==> config.mk <==
export PLATFORM = sky130hd
export DESIGN_NAME = lexical_token_recognizer_unit
export DESIGN_NICKNAME = d
export VERILOG_FILES = /design/src/hw/rtl/ltr_pkg.sv /design/src/hw/rtl/ltr_front.sv /design/src/hw/rtl/ltr_queue.sv /design/src/hw/rtl/ltr_back.sv /design/src/hw/rtl/lexical_token_recognizer_unit.sv
export SDC_FILE = /design/constraint.sdc
export NUM_CORES = 1
export LEC_CHECK = 0
export ABC_AREA = 1
export ABC_CLOCK_PERIOD_IN_PS = 10350
export BUFFER_PORTS_ARGS = -buffer_cell sky130_fd_sc_hd__buf_2
export CAP_MARGIN = 25
export CORE_ASPECT_RATIO = 1.75
export CORE_MARGIN = 2
export CORE_UTILIZATION = 50
export DETAILED_ROUTE_END_ITERATION = 12
export GPL_TIMING_DRIVEN = 0
export HOLD_SLACK_MARGIN = 0.1
export MAX_ROUTING_LAYER = met4
export PLACE_DENSITY_LB_ADDON = 0.12
export SYNTH_ARGS = -nofsm -noshare
export SYNTH_HDL_FRONTEND = slang
export SYNTH_SLANG_ARGS = --single-unit
==> constraint.sdc <==
create_clock -name i_clk -period 10.35 [get_ports i_clk]
set_input_delay 1.035 -clock i_clk [delete_from_list [all_inputs] [get_ports i_clk]]
set_output_delay 1.035 -clock i_clk [all_outputs]
set_load 0.02 [all_outputs]
==> src/hw/rtl/ltr_pkg.sv <==
// Shared types, constants and keyword table of the lexical token recognizer.
`timescale 1ns / 1ps

package ltr_pkg;

    // Text and token limits.
    localparam int TEXT_POSITIONS  = 65536;
    localparam int MAX_TOKEN_BYTES = 255;

    localparam int POS_W = $clog2(TEXT_POSITIONS);
    localparam int RUN_W = $clog2(MAX_TOKEN_BYTES + 1);

    localparam logic [POS_W-1:0] POS_LAST = POS_W'(TEXT_POSITIONS - 1);
    localparam logic [RUN_W-1:0] RUN_MAX  = RUN_W'(MAX_TOKEN_BYTES);

    // Port field widths.
    localparam int BYTE_W  = 8;
    localparam int KIND_W  = 3;
    localparam int CODE_W  = 8;
    localparam int IDN_W   = 16;
    localparam int START_W = 16;
    localparam int LEN_W   = 8;

    localparam logic [IDN_W-1:0] IDN_MAX = {IDN_W{1'b1}};

    // Token kinds.
    localparam logic [KIND_W-1:0] KIND_KEYWORD = 3'd0;
    localparam logic [KIND_W-1:0] KIND_IDENT   = 3'd1;
    localparam logic [KIND_W-1:0] KIND_NUMBER  = 3'd2;
    localparam logic [KIND_W-1:0] KIND_RELOP   = 3'd3;
    localparam logic [KIND_W-1:0] KIND_ARITH   = 3'd4;
    localparam logic [KIND_W-1:0] KIND_SYMBOL  = 3'd5;
    localparam logic [KIND_W-1:0] KIND_UNKNOWN = 3'd6;

    // Relational operator codes.
    localparam logic [CODE_W-1:0] REL_GT  = 8'd0;
    localparam logic [CODE_W-1:0] REL_LT  = 8'd1;
    localparam logic [CODE_W-1:0] REL_EQ  = 8'd2;
    localparam logic [CODE_W-1:0] REL_NE  = 8'd3;
    localparam logic [CODE_W-1:0] REL_GE  = 8'd4;
    localparam logic [CODE_W-1:0] REL_LE  = 8'd5;
    localparam logic [CODE_W-1:0] REL_UNK = 8'd6;

    // Keyword table: if then else while int float return.
    localparam int KW_COUNT   = 7;
    localparam int KW_IDX_W   = 3;
    localparam int KW_SLOTS   = 8;
    localparam int KW_LEN_W   = 4;

    localparam logic [BYTE_W-1:0] KW_TEXT [KW_COUNT][KW_SLOTS] = '{
        '{"i", "f", 8'h00, 8'h00, 8'h00, 8'h00, 8'h00, 8'h00},
        '{"t", "h", "e", "n", 8'h00, 8'h00, 8'h00, 8'h00},
        '{"e", "l", "s", "e", 8'h00, 8'h00, 8'h00, 8'h00},
        '{"w", "h", "i", "l", "e", 8'h00, 8'h00, 8'h00},
        '{"i", "n", "t", 8'h00, 8'h00, 8'h00, 8'h00, 8'h00},
        '{"f", "l", "o", "a", "t", 8'h00, 8'h00, 8'h00},
        '{"r", "e", "t", "u", "r", "n", 8'h00, 8'h00}
    };

    localparam logic [KW_LEN_W-1:0] KW_LEN [KW_COUNT] = '{
        4'd2, 4'd4, 4'd4, 4'd5, 4'd3, 4'd5, 4'd6
    };

    // Queue between the scanner and the output stage.
    localparam int QUEUE_DEPTH = 4;
    localparam int QPTR_W      = $clog2(QUEUE_DEPTH);

    typedef struct packed {
        logic [KIND_W-1:0]  kind;
        logic [CODE_W-1:0]  code;
        logic [IDN_W-1:0]   idn;
        logic [START_W-1:0] start;
        logic [LEN_W-1:0]   len;
    } t_token;

    // All tokens caused by one input byte: one or two.
    typedef struct packed {
        logic   has_two;
        t_token tok0;
        t_token tok1;
    } t_entry;

endpackage

==> src/hw/rtl/ltr_front.sv <==
// Scanner front end: classifies each byte, tracks the open token and builds queue entries.
`timescale 1ns / 1ps

module ltr_front
    import ltr_pkg::*;
(
    input  logic              i_clk,
    input  logic              i_rst_n,
    input  logic              i_valid,
    output logic              o_ready,
    input  logic [BYTE_W-1:0] i_text_byte,
    input  logic              i_last_byte,
    input  logic              i_space,
    output logic              o_push,
    output t_entry            o_entry
);

    typedef enum logic [3:0] {
        MODE_IDLE   = 4'b0001,
        MODE_IDENT  = 4'b0010,
        MODE_NUMBER = 4'b0100,
        MODE_RELOP  = 4'b1000
    } t_mode;

    typedef struct packed {
        logic   valid;
        logic   ident;
        t_token tok;
    } t_flush;

    t_mode                r_mode, n_mode;
    logic [BYTE_W-1:0]    r_rf, n_rf;
    logic [KW_COUNT-1:0]  r_km, n_km;
    logic [RUN_W-1:0]     r_rl, n_rl;
    logic [POS_W-1:0]     r_rs, n_rs;
    logic [POS_W-1:0]     r_pos, n_pos;
    logic [IDN_W-1:0]     r_idc, n_idc;
    logic                 r_stopped, n_stopped;

    logic                 accept;
    logic [1:0]           n_cnt;
    t_token               tok_list [2];
    t_flush               f_a, f_b, f_c;
    logic                 consumed;
    logic                 do_new;
    logic [BYTE_W-1:0]    c;
    logic                 c_alpha, c_digit, c_space, c_under;

    function automatic logic [START_W-1:0] rep_pos(input logic [POS_W-1:0] p);
        logic [POS_W+START_W-1:0] ext;
        ext = {{START_W{1'b0}}, p};
        if (ext > (POS_W+START_W)'({START_W{1'b1}})) begin
            return {START_W{1'b1}};
        end
        return ext[START_W-1:0];
    endfunction

    function automatic logic [LEN_W-1:0] rep_len(input logic [RUN_W-1:0] l);
        logic [RUN_W+LEN_W-1:0] ext;
        ext = {{LEN_W{1'b0}}, l};
        if (ext > (RUN_W+LEN_W)'({LEN_W{1'b1}})) begin
            return {LEN_W{1'b1}};
        end
        return ext[LEN_W-1:0];
    endfunction

    function automatic logic [KW_COUNT-1:0] extend_match(input logic [KW_COUNT-1:0] km,
                                                          input logic [RUN_W-1:0] rl,
                                                          input logic [BYTE_W-1:0] ch);
        logic [KW_COUNT-1:0] res;
        res = km;
        for (int k = 0; k < KW_COUNT; k++) begin
            if (rl >= RUN_W'(KW_LEN[k]) || KW_TEXT[k][rl[KW_IDX_W-1:0]] != ch) begin
                res[k] = 1'b0;
            end
        end
        return res;
    endfunction

    function automatic logic [RUN_W-1:0] run_inc(input logic [RUN_W-1:0] rl);
        return (rl < RUN_MAX) ? rl + 1'b1 : rl;
    endfunction

    function automatic logic [IDN_W-1:0] idn_inc(input logic [IDN_W-1:0] v);
        return (v != IDN_MAX) ? v + 1'b1 : v;
    endfunction

    function automatic t_token one_byte(input logic [KIND_W-1:0] kind,
                                        input logic [BYTE_W-1:0] ch,
                                        input logic [POS_W-1:0] pos);
        t_token t;
        t.kind  = kind;
        t.code  = ch;
        t.idn   = '0;
        t.start = rep_pos(pos);
        t.len   = LEN_W'(1);
        return t;
    endfunction

    // Closes the open token, if there is one.
    function automatic t_flush flush_run(input t_mode mode,
                                         input logic [KW_COUNT-1:0] km,
                                         input logic [RUN_W-1:0] rl,
                                         input logic [POS_W-1:0] rs,
                                         input logic [BYTE_W-1:0] rf,
                                         input logic [IDN_W-1:0] idc);
        t_flush f;
        logic hit;
        logic [KW_IDX_W-1:0] kidx;
        f    = '0;
        hit  = 1'b0;
        kidx = '0;
        for (int k = KW_COUNT - 1; k >= 0; k--) begin
            if (km[k] && rl == RUN_W'(KW_LEN[k])) begin
                hit  = 1'b1;
                kidx = KW_IDX_W'(k);
            end
        end
        f.tok.start = rep_pos(rs);
        f.tok.len   = rep_len(rl);
        unique case (mode)
            MODE_IDENT: begin
                f.valid = 1'b1;
                if (hit) begin
                    f.tok.kind = KIND_KEYWORD;
                    f.tok.code = CODE_W'(kidx);
                end else begin
                    f.tok.kind = KIND_IDENT;
                    f.tok.idn  = idc;
                    f.ident    = 1'b1;
                end
            end
            MODE_NUMBER: begin
                f.valid    = 1'b1;
                f.tok.kind = KIND_NUMBER;
            end
            MODE_RELOP: begin
                f.valid    = 1'b1;
                f.tok.kind = KIND_RELOP;
                f.tok.len  = LEN_W'(1);
                f.tok.code = (rf == ">") ? REL_GT : (rf == "<") ? REL_LT : REL_UNK;
            end
            default: begin
                f.valid = 1'b0;
            end
        endcase
        return f;
    endfunction

    assign o_ready = i_space;
    assign accept  = i_valid && i_space;
    assign c       = i_text_byte;
    assign c_alpha = (c >= "a" && c <= "z") || (c >= "A" && c <= "Z");
    assign c_digit = (c >= "0" && c <= "9");
    assign c_space = (c == " ") || (c >= 8'd9 && c <= 8'd13);
    assign c_under = (c == "_");

    always_comb begin
        n_mode    = r_mode;
        n_rf      = r_rf;
        n_km      = r_km;
        n_rl      = r_rl;
        n_rs      = r_rs;
        n_pos     = r_pos;
        n_idc     = r_idc;
        n_stopped = r_stopped;
        n_cnt     = 2'd0;
        tok_list[0] = '0;
        tok_list[1] = '0;
        f_a       = '0;
        f_b       = '0;
        f_c       = '0;
        consumed  = 1'b0;
        do_new    = 1'b0;

        if (accept) begin
            if (r_stopped) begin
                do_new = i_last_byte;
            end else if (c == 8'h00) begin
                f_a = flush_run(n_mode, n_km, n_rl, n_rs, n_rf, n_idc);
                if (f_a.valid) begin
                    tok_list[n_cnt[0]] = f_a.tok;
                    n_cnt = n_cnt + 2'd1;
                end
                if (f_a.ident) begin
                    n_idc = idn_inc(n_idc);
                end
                n_mode    = MODE_IDLE;
                n_stopped = 1'b1;
                do_new    = i_last_byte;
            end else begin
                if (n_mode == MODE_RELOP) begin
                    if (c == "=") begin
                        tok_list[n_cnt[0]].kind  = KIND_RELOP;
                        tok_list[n_cnt[0]].code  = (n_rf == ">") ? REL_GE :
                                                   (n_rf == "<") ? REL_LE :
                                                   (n_rf == "=") ? REL_EQ : REL_NE;
                        tok_list[n_cnt[0]].idn   = '0;
                        tok_list[n_cnt[0]].start = rep_pos(n_rs);
                        tok_list[n_cnt[0]].len   = LEN_W'(2);
                        n_cnt    = n_cnt + 2'd1;
                        n_mode   = MODE_IDLE;
                        consumed = 1'b1;
                    end else begin
                        f_a = flush_run(n_mode, n_km, n_rl, n_rs, n_rf, n_idc);
                        tok_list[n_cnt[0]] = f_a.tok;
                        n_cnt  = n_cnt + 2'd1;
                        n_mode = MODE_IDLE;
                    end
                end

                if (!consumed) begin
                    if ((n_mode == MODE_IDENT && (c_alpha || c_digit || c_under)) ||
                        (n_mode == MODE_NUMBER && (c_digit || c == "."))) begin
                        n_km = extend_match(n_km, n_rl, c);
                        n_rl = run_inc(n_rl);
                    end else begin
                        f_b = flush_run(n_mode, n_km, n_rl, n_rs, n_rf, n_idc);
                        if (f_b.valid) begin
                            tok_list[n_cnt[0]] = f_b.tok;
                            n_cnt = n_cnt + 2'd1;
                        end
                        if (f_b.ident) begin
                            n_idc = idn_inc(n_idc);
                        end
                        n_mode = MODE_IDLE;
                        priority if (c_alpha || c_under || c_digit) begin
                            n_mode = c_digit ? MODE_NUMBER : MODE_IDENT;
                            n_rs   = r_pos;
                            n_km   = extend_match({KW_COUNT{1'b1}}, '0, c);
                            n_rl   = run_inc('0);
                        end else if (c_space) begin
                            n_mode = MODE_IDLE;
                        end else if (c == ">" || c == "<" || c == "=" || c == "!") begin
                            n_mode = MODE_RELOP;
                            n_rf   = c;
                            n_rs   = r_pos;
                        end else if (c == "+" || c == "-" || c == "*" || c == "/") begin
                            tok_list[n_cnt[0]] = one_byte(KIND_ARITH, c, r_pos);
                            n_cnt = n_cnt + 2'd1;
                        end else if (c == "(" || c == ")" || c == "{" || c == "}" ||
                                     c == ";") begin
                            tok_list[n_cnt[0]] = one_byte(KIND_SYMBOL, c, r_pos);
                            n_cnt = n_cnt + 2'd1;
                        end else begin
                            tok_list[n_cnt[0]] = one_byte(KIND_UNKNOWN, c, r_pos);
                            n_cnt = n_cnt + 2'd1;
                        end
                    end
                end

                if (r_pos < POS_LAST) begin
                    n_pos = r_pos + 1'b1;
                end

                if (i_last_byte) begin
                    f_c = flush_run(n_mode, n_km, n_rl, n_rs, n_rf, n_idc);
                    if (f_c.valid) begin
                        tok_list[n_cnt[0]] = f_c.tok;
                        n_cnt = n_cnt + 2'd1;
                    end
                    do_new = 1'b1;
                end
            end
        end

        if (do_new) begin
            n_mode    = MODE_IDLE;
            n_rf      = '0;
            n_km      = {KW_COUNT{1'b1}};
            n_rl      = '0;
            n_rs      = '0;
            n_pos     = '0;
            n_idc     = IDN_W'(1);
            n_stopped = 1'b0;
        end
    end

    assign o_push          = accept && (n_cnt != 2'd0);
    assign o_entry.has_two = n_cnt[1];
    assign o_entry.tok0    = tok_list[0];
    assign o_entry.tok1    = tok_list[1];

    always_ff @(posedge i_clk) begin
        if (!i_rst_n) begin
            r_mode    <= MODE_IDLE;
            r_rf      <= '0;
            r_km      <= {KW_COUNT{1'b1}};
            r_rl      <= '0;
            r_rs      <= '0;
            r_pos     <= '0;
            r_idc     <= IDN_W'(1);
            r_stopped <= 1'b0;
        end else begin
            r_mode    <= n_mode;
            r_rf      <= n_rf;
            r_km      <= n_km;
            r_rl      <= n_rl;
            r_rs      <= n_rs;
            r_pos     <= n_pos;
            r_idc     <= n_idc;
            r_stopped <= n_stopped;
        end
    end

endmodule

==> src/hw/rtl/ltr_queue.sv <==
// Short queue of token entries between the scanner and the output stage.
`timescale 1ns / 1ps

module ltr_queue
    import ltr_pkg::*;
(
    input  logic   i_clk,
    input  logic   i_rst_n,
    input  logic   i_push,
    input  t_entry i_entry,
    output logic   o_space,
    input  logic   i_pop,
    output logic   o_valid,
    output t_entry o_entry
);

    t_entry              r_mem [QUEUE_DEPTH];
    logic [QPTR_W-1:0]   r_wr, n_wr;
    logic [QPTR_W-1:0]   r_rd, n_rd;
    logic [QPTR_W:0]     r_count, n_count;

    assign o_space = (r_count != (QPTR_W+1)'(QUEUE_DEPTH));
    assign o_valid = (r_count != '0);
    assign o_entry = r_mem[r_rd];

    always_comb begin
        n_wr    = r_wr;
        n_rd    = r_rd;
        n_count = r_count;
        if (i_push) begin
            n_wr    = (r_wr == QPTR_W'(QUEUE_DEPTH - 1)) ? '0 : r_wr + 1'b1;
            n_count = n_count + 1'b1;
        end
        if (i_pop) begin
            n_rd    = (r_rd == QPTR_W'(QUEUE_DEPTH - 1)) ? '0 : r_rd + 1'b1;
            n_count = n_count - 1'b1;
        end
    end

    always_ff @(posedge i_clk) begin
        if (i_push) begin
            r_mem[r_wr] <= i_entry;
        end
    end

    always_ff @(posedge i_clk) begin
        if (!i_rst_n) begin
            r_wr    <= '0;
            r_rd    <= '0;
            r_count <= '0;
        end else begin
            r_wr    <= n_wr;
            r_rd    <= n_rd;
            r_count <= n_count;
        end
    end

endmodule

==> src/hw/rtl/ltr_back.sv <==
// Output stage: sends the one or two tokens of each queue entry through a result register.
`timescale 1ns / 1ps

module ltr_back
    import ltr_pkg::*;
(
    input  logic   i_clk,
    input  logic   i_rst_n,
    input  logic   i_q_valid,
    input  t_entry i_q_entry,
    output logic   o_q_pop,
    output logic   o_valid,
    input  logic   i_ready,
    output t_token o_tok,
    output logic   o_last
);

    logic   r_valid;
    logic   r_second;
    t_token r_tok;
    logic   r_last;
    logic   out_free;
    logic   load;

    assign out_free = !r_valid || i_ready;
    assign load     = out_free && i_q_valid;
    assign o_q_pop  = load && (r_second || !i_q_entry.has_two);

    always_ff @(posedge i_clk) begin
        if (!i_rst_n) begin
            r_valid  <= 1'b0;
            r_second <= 1'b0;
        end else begin
            if (load) begin
                r_valid  <= 1'b1;
                r_second <= !r_second && i_q_entry.has_two;
            end else if (i_ready) begin
                r_valid <= 1'b0;
            end
        end
    end

    always_ff @(posedge i_clk) begin
        if (load) begin
            r_tok  <= r_second ? i_q_entry.tok1 : i_q_entry.tok0;
            r_last <= r_second || !i_q_entry.has_two;
        end
    end

    assign o_valid = r_valid;
    assign o_tok   = r_tok;
    assign o_last  = r_last;

endmodule

==> src/hw/rtl/lexical_token_recognizer_unit.sv <==
// Top level of the lexical token recognizer: scanner, token queue and output stage.
`timescale 1ns / 1ps

// The block scans source text one byte per word on the input channel
// (i_valid / o_ready) and emits one token per word on the output channel
// (o_valid / i_ready). A byte may cause zero, one or two tokens; o_last_of_run
// marks the final token caused by a byte. A zero byte closes any open token and
// the rest of the text is dropped until a byte with i_last_byte set, which
// also starts a new text with position 0 and identifier number 1.
// Throughput: one byte per cycle on input while the queue has space, one token
// per cycle on output while i_ready is high. The scanner decides all tokens of
// a byte in the cycle it is accepted and writes them as one entry into a
// four-entry queue; the output stage takes an entry apart into one or two
// tokens. When the queue and output register are empty, the first token of a
// byte is written into the queue at its acceptance edge, then into the output
// register, where it can be taken. o_ready falls only while the queue is full,
// so a stalled receiver stalls the scanner once four entries wait in the
// queue. Reset (synchronous, active low) empties the queue and output register
// and returns the scanner to the start of a text. No configuration is needed.

module lexical_token_recognizer_unit
    import ltr_pkg::*;
(
    input  logic               i_clk,
    input  logic               i_rst_n,
    input  logic               i_valid,
    output logic               o_ready,
    input  logic [BYTE_W-1:0]  i_text_byte,
    input  logic               i_last_byte,
    output logic               o_valid,
    input  logic               i_ready,
    output logic [KIND_W-1:0]  o_token_kind,
    output logic [CODE_W-1:0]  o_token_code,
    output logic [IDN_W-1:0]   o_ident_number,
    output logic [START_W-1:0] o_start_position,
    output logic [LEN_W-1:0]   o_token_length,
    output logic               o_last_of_run
);

    logic   q_space;
    logic   q_push;
    t_entry q_in;
    logic   q_valid;
    t_entry q_head;
    logic   q_pop;
    t_token out_tok;

    // Front end: classification and token state, one byte per cycle while q_space.
    ltr_front u_front (
        .i_clk       (i_clk),
        .i_rst_n     (i_rst_n),
        .i_valid     (i_valid),
        .o_ready     (o_ready),
        .i_text_byte (i_text_byte),
        .i_last_byte (i_last_byte),
        .i_space     (q_space),
        .o_push      (q_push),
        .o_entry     (q_in)
    );

    // Queue decouples byte acceptance from token delivery.
    ltr_queue u_queue (
        .i_clk   (i_clk),
        .i_rst_n (i_rst_n),
        .i_push  (q_push),
        .i_entry (q_in),
        .o_space (q_space),
        .i_pop   (q_pop),
        .o_valid (q_valid),
        .o_entry (q_head)
    );

    // Back end: serializes each entry into tokens.
    ltr_back u_back (
        .i_clk     (i_clk),
        .i_rst_n   (i_rst_n),
        .i_q_valid (q_valid),
        .i_q_entry (q_head),
        .o_q_pop   (q_pop),
        .o_valid   (o_valid),
        .i_ready   (i_ready),
        .o_tok     (out_tok),
        .o_last    (o_last_of_run)
    );

    assign o_token_kind     = out_tok.kind;
    assign o_token_code     = out_tok.code;
    assign o_ident_number   = out_tok.idn;
    assign o_start_position = out_tok.start;
    assign o_token_length   = out_tok.len;

endmodule

After elaboration in Yosys (flattened, before gate mapping)
Memory sizes are Yosys's and may differ from the RTL's. A register that Yosys moved wholly into a read port is not among the register bits.
Cells that the tools add are included.
- word-level logic and storage cells: 493
- memory bits (writable): 412
- ROM bits: 448
- bits in registers: 137
- output and inout port bits: 54
- memories: 8
- add/subtract/negate cells: 10
- eq/ne operators: 58
- reduce and logical (&&, ||, !) cells: 70
- muxes and demuxes: 299
- bitwise logic cells: 7
- magnitude comparators: 22
- memory list (name ; depth ; bits a word ; read ports ; clocked after Yosys merged registers in ; write ports ; RTL line ; RTL):
    u_queue.r_mem ; 4 ; 103 ; 1 ; 1 ; 1 ; ltr_queue.sv:17 ; t_entry r_mem [QUEUE_DEPTH];
    (no name shown) ; 8 ; 8 ; 1 ; 0 ; 0 ; ltr_front.sv:73 ; if (rl >= RUN_W'(KW_LEN[k]) || KW_TEXT[k][rl[KW_IDX_W-1:0]] != ch) begin
    (no name shown) ; 8 ; 8 ; 1 ; 0 ; 0 ; ltr_front.sv:73 ;
    (no name shown) ; 8 ; 8 ; 1 ; 0 ; 0 ; ltr_front.sv:73 ;
    (no name shown) ; 8 ; 8 ; 1 ; 0 ; 0 ; ltr_front.sv:73 ;
    (no name shown) ; 8 ; 8 ; 1 ; 0 ; 0 ; ltr_front.sv:73 ;
    +2 memories ; -- ; -- ; -- ; -- ; -- ; -- ;
- operator list (operator ; number):
    102-bit two-way mux ; 20
    102-bit bitwise mux ; 5
    51-bit two-way mux ; 10
    16-bit two-way mux ; 31
    8-bit two-way mux ; 54
    51-bit demux with 1-bit select ; 3
    8-bit by 6-bit == test with 1-bit output (second input constant) ; 18
    3-bit two-way mux ; 31
    1-bit two-way mux ; 92
    8-bit inequality test ; 7
    2-bit two-way mux ; 26
    4-bit two-way mux ; 13
    50-bit two-way mux ; 1
    8-bit by 3-bit == test with 1-bit output (second input constant) ; 6
    48-bit two-way mux ; 1
    7-bit by 8-bit inequality test with 1-bit output (first input constant) ; 6
    8-bit case mux with 2 select lines ; 3
    7-bit two-way mux ; 6
    16-bit by 1-bit adder with 16-bit output (second input constant) ; 2
    8-bit by 2-bit == test with 1-bit output (second input constant) ; 4
    1-bit logical AND ; 28
    1-bit logical OR ; 27
    8-bit by 7-bit == test with 1-bit output (second input constant) ; 3
    8-bit by 3-bit >= comparator with 1-bit output (second input constant) ; 3
    other kinds (36) ; 66

Logic depth before layout (Yosys ltp)
Gate-level depths: netlist of run 1.
- depth in word-level cells: 45
- depth in mapped cells: 25

Modules after synthesis
Synthesis of run 1 repeated with hierarchy kept, for this count alone.
- cells, all modules: 2779
- area total of the unflattened synthesis: 26432.9 µm²
- by module, submodules not included (module ; cells an instance ; sequential area each (µm²) ; area each (µm²) ; times used):
    ltr_queue ; 1068 ; 12552.0 ; 15723.8 ; 1
    ltr_front ; 1481 ; 1521.5 ; 8351.8 ; 1
    ltr_back ; 230 ; 1601.5 ; 2357.3 ; 1

Worst setup path after synthesis of run 1
OpenSTA, ideal clock, no wires.
- kind: input -> register
- from: in i_text_byte[1]
- to: mem u_queue.r_mem[0][0] (netlist bit), enable pin
- stages: 17
- setup slack: 2.507 ns
- path buffers: 1
- arrival: 7.277 ns
- cell sequence: buf_4 -> inv_2 -> nand2_1 -> nor3_1 -> inv_1 -> nand2_1 -> inv_1 -> ha_1 -> o211ai_1 -> nand2_1 -> nand2_2 -> inv_2 -> nand2_1 -> nand3_2 -> nand2_2 -> inv_2 -> nor2_1
- word-level cells in the longest chain between the ends: 28
- elaborated cells on any way between the ends: 74
- ends and longest elaborated chain (element ; RTL line ; RTL):
    start, declared ; lexical_token_recognizer_unit.sv:28 ; input logic [BYTE_W-1:0] i_text_byte,
    8-bit by 7-bit >= comparator with 1-bit output, or another cell as far along ; ltr_front.sv:153 ; assign c_alpha = (c >= "a" && c <= "z") || (c >= "A" && c <= "Z");
    1-bit logical AND or 1-bit logical OR (tied branches) ; ltr_front.sv:153, ltr_front.sv:234 ;
    1-bit logical OR, on equally long branches ; ltr_front.sv:153, ltr_front.sv:234 ;
    1-bit logical OR, on equally long branches ; ltr_front.sv:213, ltr_front.sv:234 ;
    1-bit logical OR or 4-bit two-way mux (tied branches) ; ltr_front.sv:213, ltr_front.sv:234 ;
    1-bit logical AND or 4-bit two-way mux (tied branches) ; ltr_front.sv:213, ltr_front.sv:232 ;
    1-bit logical OR or 4-bit two-way mux (tied branches) ; ltr_front.sv:213, ltr_front.sv:227 ;
    4-bit two-way mux ; ltr_front.sv:213 ; if ((n_mode == MODE_IDENT && (c_alpha || c_digit || c_under)) ||
    [12 not listed] ; -- ;
    2-bit two-way mux ; ltr_front.sv:256 ; if (i_last_byte) begin
    2-bit two-way mux (*) ; ltr_front.sv:179 ; end else if (c == 8'h00) begin
    2-bit two-way mux (*) ; ltr_front.sv:177 ; if (r_stopped) begin
    2-bit two-way mux (*) ; ltr_front.sv:176 ; if (accept) begin
    2-bit nonzero test (*) ; ltr_front.sv:279 ; assign o_push = accept && (n_cnt != 2'd0);
    1-bit logical AND (*) ; ltr_front.sv:279 ;
    1-bit two-way mux (*) ; ltr_queue.sv:41 ; if (i_push) begin
    1-bit two-way mux (not written as such) (*) ; ltr_queue.sv:42 ; r_mem[r_wr] <= i_entry;
    end, declared ; ltr_queue.sv:17 ;
Mark *: on every way between the ends. The rest lies on a longest branch, timed or not. The select of a mux whose other input is x is not followed.

Worst setup path after layout of run 1
- from: reg u_front.r_mode[2]
- to: mem u_queue.r_mem[3][64] (netlist bit), enable pin
- word-level cells in the longest chain between the ends: 38
- elaborated cells on any way between the ends: 74
- ends and longest elaborated chain (element ; RTL line ; RTL):
    start, declared ; ltr_front.sv:31 ; t_mode r_mode, n_mode;
    start signal, assigned ; ltr_front.sv:295 ; r_mode <= n_mode;
    4-bit == test ; ltr_front.sv:121, ltr_front.sv:192 ;
    4-bit two-way mux ; ltr_front.sv:192 ; if (n_mode == MODE_RELOP) begin
    4-bit two-way mux ; ltr_front.sv:179 ;
    4-bit two-way mux ; ltr_front.sv:177 ;
    4-bit two-way mux ; ltr_front.sv:176 ;
    4-bit == test, or another cell as far along ; ltr_front.sv:121 ; unique case (mode)
    3-bit OR reduction (no line) ; -- ;
    1-bit two-way mux ; ltr_front.sv:121 ;
    [22 not listed] ; -- ;
    2-bit two-way mux ; ltr_front.sv:256 ;
    2-bit two-way mux (*) ; ltr_front.sv:179 ;
    2-bit two-way mux (*) ; ltr_front.sv:177 ;
    2-bit two-way mux (*) ; ltr_front.sv:176 ;
    2-bit nonzero test (*) ; ltr_front.sv:279 ;
    1-bit logical AND (*) ; ltr_front.sv:279 ;
    1-bit two-way mux (*) ; ltr_queue.sv:41 ;
    1-bit two-way mux (not written as such) (*) ; ltr_queue.sv:42 ;
Marked as above.

==> results of run 1 <==
==> worst paths after layout <==
kind / start / end / depth (start not counted)
setup / recovery: u_front.r_mode[2] / u_queue.r_mem[3][64] / 20
hold / removal: u_front.r_stopped / u_front.r_stopped / 2
setup reg to reg: u_front.r_mode[2] / u_queue.r_mem[3][64] / 20
hold reg to reg: u_front.r_stopped / u_front.r_stopped / 2
==> registers in the layout, summed over array words and instances, names as in the netlist, named ones only <==
| signal | flops |
|---|---|
| u_front.r_mode | 4 |
| u_front.r_idc | 16 |
| u_front.r_rl | 8 |
| u_back.r_second | 1 |
| u_queue.r_rd | 2 |
| u_queue.r_count | 3 |
| u_front.r_stopped | 1 |
| u_back.o_tok | 51 |
| u_queue.r_wr | 2 |
| u_front.r_km | 7 |
| u_back.o_valid | 1 |
| u_queue.r_mem | 412 |
| u_back.o_last | 1 |
| u_front.r_rs | 16 |
| u_front.r_pos | 16 |
| u_front.r_rf | 8 |
==> synthesized netlist by cell type (all sizes together) <==
cell / instances / area share, %
a2111oi: 12 / 0.41
a211oi: 5 / 0.15
a21boi: 1 / 0.029
a21o: 1 / 0.029
a21oi: 122 / 2.4
a311oi: 1 / 0.034
a31o: 1 / 0.034
a31oi: 54 / 1.3
buf: 41 / 0.84
clkbuf: 115 / 1.7
clkinv: 5 / 0.073
conb: 1 / 0.015
dfxtp: 87 / 6.8
edfxtp: 464 / 54
ha: 21 / 1.0
inv: 179 / 2.6
nand2: 363 / 5.5
nand3: 105 / 2.1
nand3b: 2 / 0.058
nand4: 34 / 0.83
nor2: 503 / 7.4
nor3: 44 / 0.94
nor3b: 4 / 0.12
nor4: 8 / 0.19
o211a: 1 / 0.039
o211ai: 17 / 0.50
o21a: 3 / 0.088
o21ai: 379 / 7.4
o21bai: 1 / 0.029
o221a: 1 / 0.044
o221ai: 1 / 0.034
o22ai: 59 / 1.4
o311ai: 3 / 0.10
o31ai: 7 / 0.20
o32ai: 1 / 0.034
or2: 2 / 0.049
xnor2: 2 / 0.068
xor2: 34 / 1.2
==> layout make-up <==
class	count	area (sq um)	area share, %
repair buffers	86	714	2.46
well taps	672	841	2.90
multi-input cells	1820	8820	30.4
flip-flops and latches	551	15700	54.0
clock buffers	67	1400	4.81
inverters	184	691	2.38
plain buffers	156	647	2.23
clock inverters	25	243	0.836
==> metal layers <==
layer	vias to the layer above	wire length, microns	track usage [%]
li1	9704	-	-
met1	10100	30600	36.5
met2	896	45200	59.5
met3	290	4950	3.39
met4	0	6740	20.9
met5	-	0	-
==> worst max-delay path, stage by stage, from the launching register on <==
cell and delay, ns:
dfxtp_1 0.39, inv_1 0.09, nand4_1 0.17, inv_1 0.19
nor2_1 0.36, clkinv_1 0.46, ha_1 0.50, ha_1 0.36
o211ai_1 0.31, nand2_1 0.15, nand2_2 0.26, inv_2 0.16
nand2_1 0.11, nand3_2 0.14, nand2_2 0.26, inv_2 0.17
nor2_4 0.47, buf_12 0.28, buf_16 0.19, buf_12 0.22
buf_12 0.22
==> per-stage QoR <==
stage | util (%) | setup WS [ns] | instances
after floorplan | - | 2.51 | 2711
after global placement | 52.8 | -2.45 | 3447
after detailed placement | 53.6 | 4.39 | 3468
after CTS | 56.8 | 4.55 | 3560
after global routing | 56.8 | 4.24 | 3561
final | 56.8 | 4.47 | 3561
==> where the power goes <==
group	switching (mW)	internal [mW]	total [mW]
clock network	0.832	1.03	1.86
logic	1.40	0.499	1.90
registers	0.102	2.79	2.89
==> cell families after synthesis <==
group           count (synthesis)  synth area share (%)
flops                         551                  61.0
simple gates                 1065                  17.3
compound gates                670                  14.3
fa+ha+maj                      21                  1.02
other cells                     1                0.0146
xor+xnor                       36                  1.23
buf+inv                       340                  5.20
==> out/metrics.yaml, run 1 <==
placement:
  io_buffers: 64
  place_congestion: 1.03
  dp_hpwl_microns: 65800
  placed_area_sq_um: 27400
power:
  p_leak_nw: 10.5
  vdd_drop_max_mv: 0.124
  power_density_nw_per_um2: 229
  finalPower_mw: 6.65
timing:
  setup_viol: 0
  hold_viol_final: 0
  fmaxAchievable_ghz: 0.170
  worstMarginPinSlew_ns: 1.11
  fin_skew_ns: 0.0234
  slew_viol_final: 0
  whs_ns: 0.479
  fin_crit_sh_pct: 56.8
  rsz0062_at_grt: "no"
  post-route-min-period_ns: 5.88
  setup_tns_ns: 0
  slew_headroom_pct: 24.2
finish:
  drive_gt1_share_pct: 8.34
  fillerInstances: 4625
  final_common_cell: "nor2_1"
  diodes: 0
  final_cell_mix: "492 x nor2_1, 464 x edfxtp_1, 359 x o21ai_0, 350 x nand2_1, 158 x inv_1"
  area_growth_pct: 12.9
  nets: 2882
  stdcell_area_sq_um: 29000
die:
  initial_core_util_pct: 50.3
  die_h_microns: 304
  coreArea_sq_um: 51100
  die_x_microns: 175
  placementRows: 110
  io-pin-count: 67
  die_area_sq_um: 53300
yosys:
  yosys_warnings: 0
  syn_inst: 2684
  synth-seq-cells: 551
  synth_cell_type_count: 53
  synth_seq_area_share_pct: 61.0
  avgSynthCellArea_sq_um: 9.58
  netlist_area_sq_um: 25700
cts:
  clk_pin_slew_ns: 0.07
  cts_setup_buffers: 0
  cts_max_path_buffers: 3
  tritoncts: "yes"
  cts_resized: 0
  clk_latency_ns: 0.59
  htree_levels: 2
  cts_buffers: 49
  clock_sinks: 551
  postCtsHoldBufs: 0
  root_buffer: "clkbuf_16"
drt:
  routed_wl_microns: 87500
  via_count: 21000
  viasPerCell: 5.89
  drtAntennaViolNets: 0
  wire_per_inst_microns: 24.6
  dr.first_iter.drc_count: 1904
  first_pass_iters: 6
  route.detailed.drc: 0
global_routing:
  grt_pass1_wl_microns: 130000
  grt_start_max_net_pins: 29
  grt_usage_pct: 33.9
  overflow: 0
  grt_pass1_vias: 20900
  antenna_found_initial: 0
critical_path:
  crit_fanout: 26
  crit_type: "register to register"
  cp-end-kind: "register"
  reg2reg_slack_ns: 4.47
  start_kind: "register"
  cp.arrival_ns: 6.14
  worstPathRequired_ns: 10.62
run:
  drv_cap: 0
run_status:
  status: "complete, no violations"
min_path:
  min_path_type: "register to register"
Note: power is estimated with default switching activity, not from simulation.
==> run 2: changes to the inputs <==
- ABC_CLOCK_PERIOD_IN_PS: 10350 -> 5700
- clock period: 10.35 -> 5.7 ns (I/O delays scaled with it)
==> out/metrics.yaml, run 2 (synthesized netlist as in run 1, its figures left out) <==
die:
  io-pin-count: 67
  placementRows: 110
  initial_core_util_pct: 50.3
  coreArea_sq_um: 51100
  die_h_microns: 304
  die_x_microns: 175
  die_area_sq_um: 53300
global_routing:
  grt_usage_pct: 33.7
  overflow: 0
  grt_start_max_net_pins: 30
  antenna_found_initial: 0
  grt_pass1_wl_microns: 129000
  grt_pass1_vias: 20900
placement:
  place_ws_ns: 0.207
  placedCellCount: 3468
  io_buffers: 64
  dp_hpwl_microns: 65300
  place_congestion: 1.05
critical_path:
  cpMaxStageDelayCell: "nor2_4"
  slowest_delay_ns: 0.60
  worstPathRequired_ns: 5.97
  r2r_cells: 18
  crit_family: "simple AND/OR/NAND/NOR gates"
  cp.arrival_ns: 5.70
  reg2reg_to: "u_queue.r_mem[0][44]"
  r2r-start: "u_front.r_mode[3]"
  path_depth: 18
  crit_buf_inv: 7
  cp-end-kind: "register"
  crit_chain: "inv_1 -> nand4_1 -> inv_1 -> nor2_1 -> clkinv_1 -> ha_1 -> ha_1 -> o211ai_1 -> nand2_1 -> nand2_2 -> inv_2 -> nand2_1 -> nand3_2 -> nand2_2 -> inv_2 -> nor2_4 -> buf_12 -> buf_12"
  crit_type: "register to register"
  start_kind: "register"
  crit_start: "u_front.r_mode[3]"
  reg2reg_slack_ns: 0.27
  crit_fanout: 26
finish:
  final_cell_mix: "492 x nor2_1, 464 x edfxtp_1, 359 x o21ai_0, 350 x nand2_1, 158 x inv_1"
  drive_gt1_share_pct: 8.34
  nets: 2884
  top_register: "u_queue.r_mem"
  largest_reg_flops: 412
  final_common_cell: "nor2_1"
  area_growth_pct: 12.9
  stdcell_count: 3563
drt:
  drtAntennaViolNets: 0
  via_count: 21000
  wire_per_inst_microns: 24.6
  viasPerCell: 5.90
  route.detailed.drc: 0
  first_pass_iters: 8
  dr.first_iter.drc_count: 2086
  routed_wl_microns: 87700
timing:
  fmaxAchievable_ghz: 0.184
  slew_headroom_pct: 22.7
  worstMarginPinSlew_ns: 1.13
  rsz0062_at_grt: "no"
  fin_crit_sh_pct: 95.2
  setup_viol: 0
  slew_viol_final: 0
  post-route-min-period_ns: 5.43
  hold_viol_final: 0
  setup_ws_ns: 0.271
  fin_skew_ns: 0.0282
min_path:
  worstHoldStart: "i_valid"
  holdPathEnd: "u_front.r_stopped"
  min_path_type: "input port to register"
  hold_depth: 3
cts:
  tritoncts: "yes"
  clock_sinks: 551
  postCtsHoldBufs: 0
  htree_levels: 2
  cts_max_path_buffers: 3
  clk_pin_slew_ns: 0.07
  root_buffer: "clkbuf_16"
  clk_latency_ns: 0.60
  cts_setup_buffers: 0
  cts_buffers: 49
power:
  vdd_drop_max_mv: 0.258
  p_leak_nw: 10.5
  power_density_nw_per_um2: 414
run:
  drv_cap: 0
run_status:
  status: "complete, no violations"
## run 2: layout make-up
class                   count  area [sq um]
well taps                 672           841
fillers                  4551         22000
repair buffers             87           763
diodes                      1          2.50
inverters                 184           691
flip-flops and latches    551         15700
plain buffers             156           647
clock buffers              63          1340
clock inverters            28           243
multi-input cells        1821          8830
## run 2: per-layer routing
metal | global-route usage [%] | routed length (microns) | share of wire (%)
met1 | 36.7 | 31100 | 36
met2 | 58.8 | 45400 | 52
met3 | 4.00 | 5290 | 6.0
met4 | 19.9 | 5850 | 6.7
met5 | - | 0 | 0
## run 2: what timing repair did
item	4_1_cts	5_1_grt
endpoints found under the setup margin	0	29
resized for setup	0	0
hold endpoints to repair	0	0
## run 2: worst max-delay path by stage
stage                           end  slack (ns)
2_1_floorplan   u_queue.r_mem[0][0]       -0.09
3_3_place_gp    u_queue.r_mem[0][3]       -3.66
3_5_place_dp   u_queue.r_mem[1][54]        0.21
4_1_cts        u_queue.r_mem[1][63]        0.18
5_1_grt        u_queue.r_mem[0][44]        0.08
6_report       u_queue.r_mem[0][44]        0.27
## run 2: worst min-delay path: cells and delay by family
kind | cells | cell delay [ns]
AO/OA/AOI/OAI | 1 | 0.09
AND/OR/NAND/NOR | 1 | 0.07
buffers and inverters | 1 | 0.11
## run 2: power by group
| part | switching, mW | leakage [nW] | internal (mW) |
|---|---|---|---|
| combinational | 2.55 | 4.67 | 0.910 |
| sequential | 0.176 | 5.03 | 5.07 |
| clock | 1.50 | 0.763 | 1.81 |
| total | 4.23 | 10.5 | 7.79 |
## run 2: stage by stage
| stage | area (sq um) | setup TNS [ns] | power [mW] | hold WS, ns | utilization, % |
|---|---|---|---|---|---|
| floorplan | 25800 | -37.56 | 7.38 | 0.437 | - |
| global placement | 27000 | -1484.20 | 8.67 | 0.462 | 52.8 |
| detailed placement | 27400 | 0 | 8.77 | 0.462 | 53.7 |
| CTS | 29000 | 0 | 12.0 | 0.248 | 56.8 |
| global route | 29000 | 0 | 12.5 | 0.267 | 56.8 |
| finish | 29000 | 0 | 12.0 | 0.273 | 56.9 |
